### config.mk
export PLATFORM = sky130hd
export DESIGN_NAME = prt_ram
export DESIGN_NICKNAME = d
export VERILOG_FILES = /design/src/rtl/prt_ram.sv
export SDC_FILE = /design/constraint.sdc
export NUM_CORES = 1
export LEC_CHECK = 0
export BUFFER_PORTS_ARGS = -buffer_cell sky130_fd_sc_hd__buf_2
export CAP_MARGIN = 25
export CORE_ASPECT_RATIO = 1.75
export CORE_MARGIN = 4
export CORE_UTILIZATION = 40
export CTS_BUF_LIST = sky130_fd_sc_hd__clkbuf_8
export DETAILED_ROUTE_END_ITERATION = 7
export PLACE_DENSITY = 0.62
export SLEW_MARGIN = 10
export SYNTH_ARGS = -nofsm -noshare
export SYNTH_HDL_FRONTEND = slang
export SYNTH_SLANG_ARGS = --single-unit
### constraint.sdc
create_clock -name clk -period 2.7 [get_ports clk]
set_input_delay 0.54 -clock clk [delete_from_list [all_inputs] [get_ports clk]]
set_output_delay 0.54 -clock clk [all_outputs]
set_load 0.02 [all_outputs]
### src/rtl/prt_ram.sv
module prt_ram #(
	parameter int WIDTH = 8,
	parameter int DEPTH = 32
) (
	input  logic                     clk,
	input  logic                     we,
	input  logic [$clog2(DEPTH)-1:0] waddr,
	input  logic [WIDTH-1:0]         wdata,
	input  logic [$clog2(DEPTH)-1:0] raddr,
	output logic [WIDTH-1:0]         rdata
);

	logic [WIDTH-1:0] mem_q [DEPTH];

	// single write port, registered read
	always_ff @(posedge clk) begin
		if (we) begin
			mem_q[waddr] <= wdata;
		end
		rdata <= mem_q[raddr];
	end

endmodule

# [Word-level counts from Yosys, hierarchy flattened]
# Memory sizes are Yosys's and may differ from the RTL's. A register that Yosys moved wholly into a read port is not among the register bits.
# Cells that the tools add are included.
[word_totals] memories=1 ram_bits=256 reg_bits=0 latch_bits=0 elab_cells=3 romBits=0 input_bits=20 output_inout_bits=8
[mem_list] memory="mem_q" words=32 word_bits=8 read_ports=1 rd_clocked_by_memory_dff=1 write_ports=1 line_no="13" text="logic [WIDTH-1:0] mem_q [DEPTH];"
[classes] order_cmp=0 reduce_logical=0 add_sub_neg=0 n_eq_ne=0 n_div=0 n_shift=0 multipliers=0 bitwise=0 muxes=2
[op_table] cell="$mux 1" count=2

# [Logic depth before layout (Yosys ltp)]
# Gate-level depths: netlist of the first run.
[logic_depth] depth_word=2 ltp_mapped=5

# [Least setup slack after synthesis of the first run]
# OpenSTA, ideal clock, no wires.
[synth_timing] path_type="input -> register" startpoint="input raddr[2]" endpoint="register rdata[0], read port of mem_q" t_required_ps=2579 path_buffers=2 path_stages=5 arrival_time_ps=2222 path_slack_ps=358 cell_sequence="clkbuf_1 clkbuf_1 mux4_2 mux4_2 mux2_2"
[synth_rtl] item="start: declaration" line_no="9" text="input logic [$clog2(DEPTH)-1:0] raddr,"
[synth_rtl] item="end: declaration" line_no="10" text="output logic [WIDTH-1:0] rdata"

==> impl_summary.txt, run 1 <==
----------------------------------------------------
[Power and ir drop]
  Switching power ... 1.69 mW
  Sw Share ... about a fifth
  Leakage power summed over all cells ... ~3.7 nW
  Worst supply voltage drop on vdd ... approximately 0.26 mV
  Fraction of power consumed by the clock network ... 36.7%
  Total internal power ... 6.26 mW
  Power, Total ... a little under 8 mW
  Portion of total power attributed to combinational logic ... approximately 5.8%
  Power density over the cells ... roughly 690 nW/um2
  Sequential fraction of design power ... between 50% and 60%

[Hold path]
  Min-Delay Path Class ... input pin to flop

[Yosys]
  Post-Synthesis Cell Area ... 10100 um2
  Yosys top cell by area ... sky130_fd_sc_hd__edfxtp_1
  Count of cell types in the netlist ... 15
  Post-synth top area share ... approximately 76%
  Syn_nets ... around 440
  Register bit total from synthesis ... ~260
  Syn. warnings ... 0
  Mean Syn Cell Area ... roughly 24 um2
  Instance count of the mapped netlist ... approximately 420
  Sequential fraction of the synthesis area ... 78.1%
  Top post-synthesis cells by area ... sky130_fd_sc_hd__edfxtp_1, sky130_fd_sc_hd__mux4_2, sky130_fd_sc_hd__dfxtp_1, sky130_fd_sc_hd__nor2_1, sky130_fd_sc_hd__mux2_2

[Timing]
  Setup_tns ... 0 ns
  Setup repair after global routing missed its margin ... false
  Count of pins over their slew limit ... 0
  Number of hold violations in the final report ... 0
  Max-slew headroom at the worst pin ... 54.9%
  Crit path time final ... 2.02 ns
  Achievable Freq ... 496 MHz
  Setup skew after layout ... 0.00985 ns
  Final setup vio count ... 0
  Slew @ Worst Pin ... between 0.6 and 0.7 ns
  Final Cycle Share ... between 70% and 80%

[Die]
  Core ar. ... approximately 25000 um2
  Standard-cell row count ... 76
  Number of placed I/O pins ... 28
  Total die area ... 27800 um2
  Overall die width ... roughly 130 um
  Starting density of the core ... between 40% and 50%
  Die extent in y ... approximately 220 um

[Setup path]
  Capture point of the worst path ... rdata[6]
  Register-to-register path setup slack ... between 0.8 and 0.9 ns
  Critical Path, Cell by Cell ... buf_4, buf_12, mux4_2, mux4_2, mux2_2
  Cell with the largest stage delay on the worst path ... sky130_fd_sc_hd__mux4_2
  Launching point of the worst reg2reg path ... mem_q[31][0]
  Largest fanout on the critical path ... 26
  Startpoint-to-endpoint class of the critical path ... input pin to flop
  Cell depth of the worst flop-to-flop path ... 3
  Endpoint of the worst register-to-register path ... rdata[0]
  Arrival @ worst endpoint ... 2.43 ns
  Start point of the critical path ... raddr[0]
  Critical path buffer and inverter count ... 2
  Largest delay contributor family on the critical path ... multiplexers
  Total stage count of the critical path ... 5
  Worst Setup End Kind ... flop
  Crit-path max cell delay ... about 0.57 ns
  Type of origin of the critical path ... input pin
  Most used cell along the critical path ... sky130_fd_sc_hd__mux4_2
  Required @ worst endpoint ... roughly 3.1 ns

[Clock network]
  Clock latency reported for the late side of the worst-skew pair ... ~0.52 ns
  Deepest level of the CTS H-tree ... 2
  Cells resized by post-CTS repair ... 0
  Worst-case clock buffer depth ... 3
  Clock buffer count from CTS ... 36
  Clock transition at the registers of the reported paths ... 0.07 ns
  Number of buffers added for setup after CTS ... 0
  Total number of clock tree sinks ... 264
  TritonCTS clock tree ... yes
  CTS Hold Buffers Added ... 0
  Root buffer cell ... sky130_fd_sc_hd__clkbuf_8

[Cells and area]
  Count of fill cells added during filler insertion ... between 2k and 2.5k
  Final standard cell count with taps included and fillers excluded ... between 800 and 900
  Relative area change from synthesis to final layout ... 14.8%
  Antenna diodes ... 0
  Final cell utilization of the core ... a little under half
  Ratio of cells with drive above 1 in the final layout ... about 40%
  # nets final ... 524

[Drt]
  Wire length reported by the detailed router ... ~22000 um
  Number of search-and-repair iterations in the first detailed-routing pass ... 4
  DRC violations left ... 0
  Wirelength per Cell ... around 26 um
  Vias after detailed routing ... ~4.5k
  Initial detailed-routing violation count ... around 460
  Remaining number of nets flagged by the antenna check after routing ... 0
  Routed vias/inst ... 5.36

[Global routing]
  Maximum number of pins on one net before global-route repair ... 33
  Overflow left after global routing ... 0
  Number of global-route vias before repair ... 4997
  Overall track demand over capacity in global routing ... between 10% and 20%
  Antenna violations before repair ... 0
  First-pass GRT wire length ... roughly 33000 um

[Placement]
  Number of placed cells counting well taps ... 778
  Weighted congestion reported at the end of routability-driven placement ... just under 0.8
  Detailed placement HPWL ... approximately 14000 um
  Port Buffers ... 27

[Run status]
  Result of the run ... complete, no violations

[Run]
  Reported max-cap violation count ... 0

----------------------------------------------------
[worst reg2reg max path: cells and delay by family, from the launching register on]
family,cells,cell delay [ns]
DFF,1,0.37
muxes,3,1.36
[logic make-up (layout without fill, tap and decap cells)]
family | after synthesis | in the layout | synth area share, %
DFF | 264 | 264 | 78.1
and+or+nand+nor | 45 | 45 | 2.07
buffers and inverters | 20 | 132 | 1.06
muxes | 88 | 88 | 18.8
[metrics by stage]
step	instance area, um2	setup WS (ns)	hold WS (ns)
floorplan	10100	0.358	0.639
global placement	10900	0.127	0.896
detailed placement	10900	0.116	0.902
CTS	11500	0.682	0.412
global route	11500	0.633	0.431
finish	11500	0.682	0.441
[placed cells by master, fill, tap and decap left out]
master	count
sky130_fd_sc_hd__clkinv_1	6
sky130_fd_sc_hd__buf_4	38
sky130_fd_sc_hd__buf_12	5
sky130_fd_sc_hd__dfxtp_1	8
sky130_fd_sc_hd__clkbuf_8	38
sky130_fd_sc_hd__edfxtp_1	256
sky130_fd_sc_hd__nand2_1	1
sky130_fd_sc_hd__inv_1	7
sky130_fd_sc_hd__nand3_1	2
sky130_fd_sc_hd__clkinvlp_4	2
sky130_fd_sc_hd__nor2_1	33
sky130_fd_sc_hd__clkinv_2	8
sky130_fd_sc_hd__buf_2	26
sky130_fd_sc_hd__or3b_2	3
sky130_fd_sc_hd__or3_1	1
sky130_fd_sc_hd__nand3b_1	5
sky130_fd_sc_hd__mux4_2	80
sky130_fd_sc_hd__mux2_2	8
sky130_fd_sc_hd__bufinv_16	2
[cells in the mapped netlist, drive strengths merged]
cell / number
nand2: 1
buf: 14
dfxtp: 8
nand3: 2
edfxtp: 256
clkbuf: 6
or3b: 3
mux2: 8
nor2: 33
mux4: 80
or3: 1
nand3b: 5
[how the worst min path moves through the flow]
stage,cells past startpoint,from,end,slack (ns)
after floorplan,0,wdata[0],mem_q[0][0],0.64
after global placement,3,mem_q[12][1],rdata[1],0.90
after detailed placement,3,mem_q[8][1],rdata[1],0.90
after CTS,2,raddr[3],rdata[6],0.41
after global routing,2,raddr[3],rdata[4],0.43
final,2,raddr[3],rdata[6],0.44
[state kept, by name (all words and copies together) (netlist names)]
register,flops
rdata,8
mem_q,256
[metal layers]
layer	global-route usage, %	wire length, um	vias up
met5	0	0	-
met4	6.13	644	0
met3	2.65	996	38
met2	28.7	11900	124
met1	20.0	7980	2398
li1	-	-	1951
[area by class of cell]
type                       instances  area, um2  share of cell area (%)
timing repair buffer              69        515                    4.47
multi-input combinational        133       2100                    18.2
tap                              312        390                    3.38
clock inverter                    25        164                    1.42
sequential                       264       7850                    68.0
clock buffer                      38        523                    4.53
[power groups by stage]
stage	Clock, mW	Combinational [mW]	Sequential [mW]
2_1_floorplan	0	0.243	4.68
3_3_place_gp	0	0.464	4.66
3_5_place_dp	0	0.475	4.66
4_1_cts	3.00	0.476	4.57
5_1_grt	3.20	0.495	4.58
6_report	2.91	0.462	4.57
(Power assumes the default switching activity.)
==> run 2: changes to the inputs <==
- clock period: 2.7 -> 2.1 ns (I/O delays scaled with it)
==> impl_summary.txt, run 2 (same netlist as run 1, synthesis figures left out) <==
----------------------------------------------------
[Global routing]
  First-pass GRT wire length ... 33200 um (+0.82%)
  Maximum number of pins on one net before global-route repair ... 33 (unchanged)
  Overflow left after global routing ... 0 (unchanged)
  Antenna violations before repair ... 2 (+2)
  Overall track demand over capacity in global routing ... 16.7% (+0.44 points)
  Number of global-route vias before repair ... 4984 (-0.26%)

[Cells and area]
  Final standard cell count with taps included and fillers excluded ... 853 (+1.4%)
  Largest register by flop count ... mem_q
  Count of fill cells added during filler insertion ... 2049 (+0.99%)
  Top Registers ... mem_q (256), rdata (8)
  # nets final ... 535 (+2.1%)
  Ratio of cells with drive above 1 in the final layout ... 40.4% (+0.67 points)
  Largest register FFs ... 256 (unchanged)
  Sequential cell area in the final layout ... 7850 um2 (unchanged)
  Most common library cell in the layout ignoring fill and taps ... sky130_fd_sc_hd__edfxtp_1
  Area occupied by multi-input gates ... 2100 um2 (unchanged)
  Commonest non-fill, non-tap cells in the layout ... sky130_fd_sc_hd__edfxtp_1, sky130_fd_sc_hd__mux4_2, sky130_fd_sc_hd__buf_4, sky130_fd_sc_hd__clkbuf_8, sky130_fd_sc_hd__nor2_1
  Relative area change from synthesis to final layout ... 15.9%

[Power and ir drop]
  Fraction of power consumed by the clock network ... 37.2% (+0.5 points)
  Power density over the cells ... 889 nW/um2 (+29%)
  Sw Share ... 21.4% (+0.11 points)
  Total internal power ... 8.14 mW (+30%)
  Switching power ... 2.21 mW (+31%)
  Worst supply voltage drop on vdd ... 0.354 mV (+35%)
  Sequential fraction of design power ... 56.8% (-0.7 points)
  Portion of total power attributed to combinational logic ... 6.0% (+0.2 points)
  Leakage power summed over all cells ... 3.75 nW (+1.4%)

[Die]
  Standard-cell row count ... 76 (unchanged)
  Core ar. ... 24700 um2 (unchanged)
  Overall die width ... 128 um (unchanged)
  Number of placed I/O pins ... 28 (unchanged)
  Die extent in y ... 218 um (unchanged)
  Total die area ... 27800 um2 (unchanged)
  Starting density of the core ... 40.7% (unchanged)

[Drt]
  Highest routed layer ... met5
  Initial detailed-routing violation count ... 308 (-34%)
  WL met2 ... 12700 um (+6.8%)
  Wirelength per Cell ... 26.3 um (+2.8%)
  Wire length reported by the detailed router ... 22500 um (+4.3%)
  DRC violations left ... 0 (unchanged)
  Remaining number of nets flagged by the antenna check after routing ... 0 (unchanged)
  Routed vias/inst ... 5.39 (+0.47%)
  Metal1 wirelength ... 7480 um (-6.2%)
  Met3 wirelength from detailed routing ... 975 um (-2.1%)
  Vias after detailed routing ... 4597 (+1.9%)
  Number of search-and-repair iterations in the first detailed-routing pass ... 4 (unchanged)

[Timing]
  Setup skew after layout ... 0.0228 ns (+0.0129 ns)
  Setup repair after global routing missed its margin ... false
  Achievable Freq ... around 530 MHz
  Crit path time final ... approximately 1.9 ns
  Setup_tns ... 0 ns (unchanged)
  Number of hold violations in the final report ... 0 (unchanged)
  Final Cycle Share ... between 90% and 100%
  Max-slew headroom at the worst pin ... 55.2% (+0.34 points)
  Count of pins over their slew limit ... 0 (unchanged)
  Slew @ Worst Pin ... 0.672 ns (-0.00517 ns)
  Final setup vio count ... 0 (unchanged)

[Clock network]
  Deepest level of the CTS H-tree ... 2 (unchanged)
  Cells resized by post-CTS repair ... 0 (unchanged)
  Clock transition at the registers of the reported paths ... 0.07 ns (about the same)
  TritonCTS clock tree ... yes
  Total number of clock tree sinks ... 264 (unchanged)
  Worst-case clock buffer depth ... 3 (unchanged)
  Root buffer cell ... sky130_fd_sc_hd__clkbuf_8
  Number of buffers added for setup after CTS ... 0 (unchanged)
  Clock buffer count from CTS ... 37 (+2.8%)
  Clock latency reported for the late side of the worst-skew pair ... 0.53 ns (about the same)
  CTS Hold Buffers Added ... 0 (unchanged)

[Setup path]
  Required @ worst endpoint ... 2.52 ns (-0.59 ns)
  Type of origin of the critical path ... input pin
  Worst Setup End Kind ... flop
  Largest fanout on the critical path ... 8 (-69%)
  Startpoint-to-endpoint class of the critical path ... input pin to flop
  Arrival @ worst endpoint ... 2.33 ns (-0.10 ns)

[Placement]
  Number of placed cells counting well taps ... 788 (+1.3%)
  Port Buffers ... 27 (unchanged)
  Detailed placement HPWL ... 15400 um (+7.7%)
  Weighted congestion reported at the end of routability-driven placement ... 0.780 (+0.87%)

[Hold path]
  Min-Delay Path Class ... input pin to flop

[Run]
  Reported max-cap violation count ... 0 (unchanged)

[Run status]
  Result of the run ... complete, no violations

----------------------------------------------------
## run 2: changes by cell type in the layout (fill, tap and decap cells not counted)
cell,before,now
sky130_fd_sc_hd__inv_1,7,5
sky130_fd_sc_hd__clkinv_2,8,4
sky130_fd_sc_hd__clkinvlp_4,2,1
sky130_fd_sc_hd__buf_12,5,6
sky130_fd_sc_hd__inv_6,0,1
sky130_fd_sc_hd__diode_2,0,1
sky130_fd_sc_hd__buf_4,38,47
sky130_fd_sc_hd__clkinv_1,6,11
sky130_fd_sc_hd__clkbuf_8,38,40
## run 2: layout make-up
class                   instances  share of cell area (%)
diodes                          1                  0.0215
clock buffers                  40                    4.73
clock inverters                24                    1.34
multi-input cells             133                    18.0
flip-flops and latches        264                    67.4
well taps                     312                    3.35
repair buffers                 79                    5.18
## run 2: per-stage QoR
step / utilization (%) / worst slack [ns] / instance area (um2) / hold WS (ns) / power, mW
finish: 47.1 / 0.198 / 11600 / 0.351 / 10.4
floorplan: - / 0.00963 / 10100 / 0.519 / 6.33
global placement: 44.3 / -0.336 / 10900 / 0.842 / 6.61
detailed placement: 44.3 / -0.363 / 10900 / 0.843 / 6.63
CTS: 47.1 / 0.192 / 11600 / 0.330 / 10.5
global route: 47.1 / 0.161 / 11600 / 0.341 / 10.7
## run 2: final timing paths
check	to	slack [ns]	cells after the start	from
worst max-delay path	rdata[7]	0.20	6	raddr[0]
worst min-delay path	rdata[7]	0.35	2	raddr[3]
worst max register to register	rdata[7]	0.25	3	mem_q[2][7]
worst min register to register	rdata[5]	0.92	3	mem_q[29][5]
## run 2: power by group through the flow
stage          logic [mW]  clock network [mW]  registers [mW]
5_1_grt             0.657                4.20            5.89
6_report            0.618                3.85            5.88
3_3_place_gp        0.614                   0            5.99
3_5_place_dp        0.631                   0            6.00
2_1_floorplan       0.313                   0            6.01
4_1_cts             0.634                3.97            5.88
## run 2: critical path, cell delays in order
cell and delay, ns:
sky130_fd_sc_hd__buf_4 0.17, sky130_fd_sc_hd__buf_4 0.24, sky130_fd_sc_hd__buf_4 0.17, sky130_fd_sc_hd__mux4_2 0.50, sky130_fd_sc_hd__mux4_2 0.53, sky130_fd_sc_hd__mux2_2 0.29
## run 2: metal layers
layer	vias up	global-route usage, %
met5	-	0
met4	2	9.28
met3	59	2.99
met2	122	30.8
met1	2432	17.7
li1	1982	-
==> run 3: changes to the inputs <==
- GPL_TIMING_DRIVEN: not set -> 0
- RECOVER_POWER: not set -> 100
==> impl_summary.txt, run 3 (same netlist as run 1, synthesis figures left out) <==
----------------------------------------------------
[Setup path]
  Cell depth of the worst flop-to-flop path ... 3 (unchanged)
  Type of origin of the critical path ... input pin
  Largest fanout on the critical path ... 10 (+2)
  Startpoint-to-endpoint class of the critical path ... input pin to flop
  Register-to-register path setup slack ... 0.27 ns (+0.02 ns)
  Required @ worst endpoint ... 2.50 ns (-0.02 ns)
  Worst Setup End Kind ... flop
  Launching point of the worst reg2reg path ... mem_q[31][4]
  Arrival @ worst endpoint ... 2.32 ns (about the same)
  Endpoint of the worst register-to-register path ... rdata[4]
  Start point of the critical path ... raddr[2]
  Capture point of the worst path ... rdata[3]

[Die]
  Starting density of the core ... 40.7% (unchanged)
  Standard-cell row count ... 76 (unchanged)
  Number of placed I/O pins ... 28 (unchanged)
  Die extent in y ... 218 um (unchanged)
  Total die area ... 27800 um2 (unchanged)
  Overall die width ... 128 um (unchanged)
  Core ar. ... 24700 um2 (unchanged)

[Placement]
  Detailed placement HPWL ... 14500 um (-5.5%)
  Post-Place Setup Slack ... -0.614 ns (-0.250 ns)
  Port Buffers ... 22 (-19%)
  Weighted congestion reported at the end of routability-driven placement ... 0.795 (+2.0%)

[Timing]
  Setup skew after layout ... 0.00791 ns (-0.0149 ns)
  Count of pins over their slew limit ... 99 (+99)
  Final setup vio count ... 0 (unchanged)
  Crit path time final ... 1.92 ns (+0.0199 ns)
  Setup repair after global routing missed its margin ... false
  Final Cycle Share ... 91.5% (+0.95 points)
  Achievable Freq ... 520 MHz (-1.0%)
  Number of hold violations in the final report ... 0 (unchanged)
  Final worst setup slack ... 0.179 ns (-0.0199 ns)
  Slew @ Worst Pin ... 1.61 ns (+0.940 ns)
  Max-slew headroom at the worst pin ... -7.48% (-63 points)

[Clock network]
  Worst-case clock buffer depth ... 3 (unchanged)
  TritonCTS clock tree ... yes
  Clock buffer count from CTS ... 37 (unchanged)
  Deepest level of the CTS H-tree ... 2 (unchanged)
  Root buffer cell ... sky130_fd_sc_hd__clkbuf_8
  Clock latency reported for the late side of the worst-skew pair ... 0.51 ns (-0.02 ns)
  CTS Hold Buffers Added ... 0 (unchanged)
  Clock transition at the registers of the reported paths ... 0.06 ns (about the same)
  Total number of clock tree sinks ... 264 (unchanged)

[Cells and area]
  Commonest non-fill, non-tap cells in the layout ... sky130_fd_sc_hd__edfxtp_1, sky130_fd_sc_hd__mux4_2, sky130_fd_sc_hd__clkbuf_8, sky130_fd_sc_hd__nor2_1, sky130_fd_sc_hd__clkbuf_1
  # nets final ... 498 (-6.9%)
  Top Registers ... mem_q (256), rdata (8)
  Largest register FFs ... 256 (unchanged)
  Relative area change from synthesis to final layout ... 11.2%
  Largest register by flop count ... mem_q
  Most common library cell in the layout ignoring fill and taps ... sky130_fd_sc_hd__edfxtp_1
  Ratio of cells with drive above 1 in the final layout ... 31.0% (-9.4 points)
  Count of fill cells added during filler insertion ... 2106 (+2.8%)

[Global routing]
  First-pass GRT wire length ... 31900 um (-3.9%)
  Number of global-route vias before repair ... 4861 (-2.5%)
  Overall track demand over capacity in global routing ... 16.0% (-0.71 points)
  Antenna violations before repair ... 0 (-2)
  Maximum number of pins on one net before global-route repair ... 33 (unchanged)
  Overflow left after global routing ... 0 (unchanged)

[Hold path]
  Min-Delay Path Class ... input pin to flop
  Cells on Worst Hold Path ... 2 (unchanged)

[Power and ir drop]
  Leakage power summed over all cells ... 3.44 nW (-8.2%)
  Power density over the cells ... 890 nW/um2 (+0.22%)
  Power, Total ... 9.95 mW (-3.8%)
  Worst supply voltage drop on vdd ... 0.284 mV (-20%)

[Drt]
  Vias after detailed routing ... 4403 (-4.2%)
  Wire length reported by the detailed router ... 21200 um (-5.5%)
  Remaining number of nets flagged by the antenna check after routing ... 0 (unchanged)
  Initial detailed-routing violation count ... 429 (+39%)
  Routed vias/inst ... 5.42 (+0.49%)
  Wirelength per Cell ... 26.1 um (-0.82%)
  Number of search-and-repair iterations in the first detailed-routing pass ... 5 (+1)
  DRC violations left ... 0 (unchanged)

[Run status]
  Result of the run ... complete, but fails checks
  Violations in the final reports ... max-capacitance violations, max-slew violations

[Run]
  Reported max-cap violation count ... 5 (+5)

----------------------------------------------------
[run 3: cell count changes in the layout (fill, tap and decap cells not counted)]
cell	before	now
sky130_fd_sc_hd__clkbuf_1	0	20
sky130_fd_sc_hd__clkinvlp_4	1	0
sky130_fd_sc_hd__clkbuf_2	0	5
sky130_fd_sc_hd__clkinv_1	11	8
sky130_fd_sc_hd__buf_6	0	1
sky130_fd_sc_hd__buf_2	26	8
sky130_fd_sc_hd__bufinv_16	2	0
sky130_fd_sc_hd__buf_12	6	0
sky130_fd_sc_hd__buf_4	47	6
sky130_fd_sc_hd__inv_6	1	0
sky130_fd_sc_hd__buf_1	0	2
sky130_fd_sc_hd__inv_1	5	9
[run 3: repair_timing]
item / CTS / global route
setup endpoints to repair: 8 / 0
gates resized for setup: 1 / 0
buffers inserted: 0 / 0
[run 3: worst min-delay path by stage]
stage,to,from,slack (ns)
5_1_grt,rdata[1],raddr[3],0.44
2_1_floorplan,mem_q[0][0],wdata[0],0.52
3_5_place_dp,rdata[1],rdata[1],0.84
3_3_place_gp,rdata[3],rdata[3],0.84
4_1_cts,rdata[4],raddr[3],0.41
6_report,rdata[2],raddr[3],0.44
[run 3: power by group]
part / internal, mW / total (mW) / switching [mW]
sequential: 5.86 / 5.88 / 0.0181
clock: 1.74 / 3.50 / 1.76
combinational: 0.231 / 0.574 / 0.343
total: 7.84 / 9.95 / 2.12
[run 3: final cells by class]
type | count | area (um2) | share of cell area (%)
diodes | 1 | 2.50 | 0.0224
plain buffers | 20 | 116 | 1.04
clock buffers | 40 | 551 | 4.93
clock inverters | 21 | 83.8 | 0.750
multi-input cells | 133 | 2100 | 18.8
flip-flops and latches | 264 | 7850 | 70.2
well taps | 312 | 390 | 3.49
repair buffers | 22 | 87.6 | 0.784
[run 3: through the flow]
stage	area [um2]	instances	setup TNS [ns]	hold slack (ns)	utilization [%]
2_1_floorplan	10100	417	0	0.519	-
3_3_place_gp	10600	751	-17.29	0.839	42.7
3_5_place_dp	10600	751	-25.71	0.837	42.7
4_1_cts	11200	812	0	0.410	45.3
5_1_grt	11200	812	0	0.437	45.2
6_report	11200	813	0	0.440	45.2
[run 3: per-layer routing]
metal / share of wire (%) / GRT usage, %
met5: 0 / 0
met4: 4.1 / 7.44
met2: 58 / 30.2
met1: 34 / 17.0
met3: 3.9 / 2.67
[run 3: worst max-delay path, cell delays in order]
cell,delay (ns)
sky130_fd_sc_hd__clkbuf_2,0.27
sky130_fd_sc_hd__clkbuf_2,0.37
sky130_fd_sc_hd__mux4_2,0.44
sky130_fd_sc_hd__mux4_2,0.52
sky130_fd_sc_hd__mux2_2,0.28
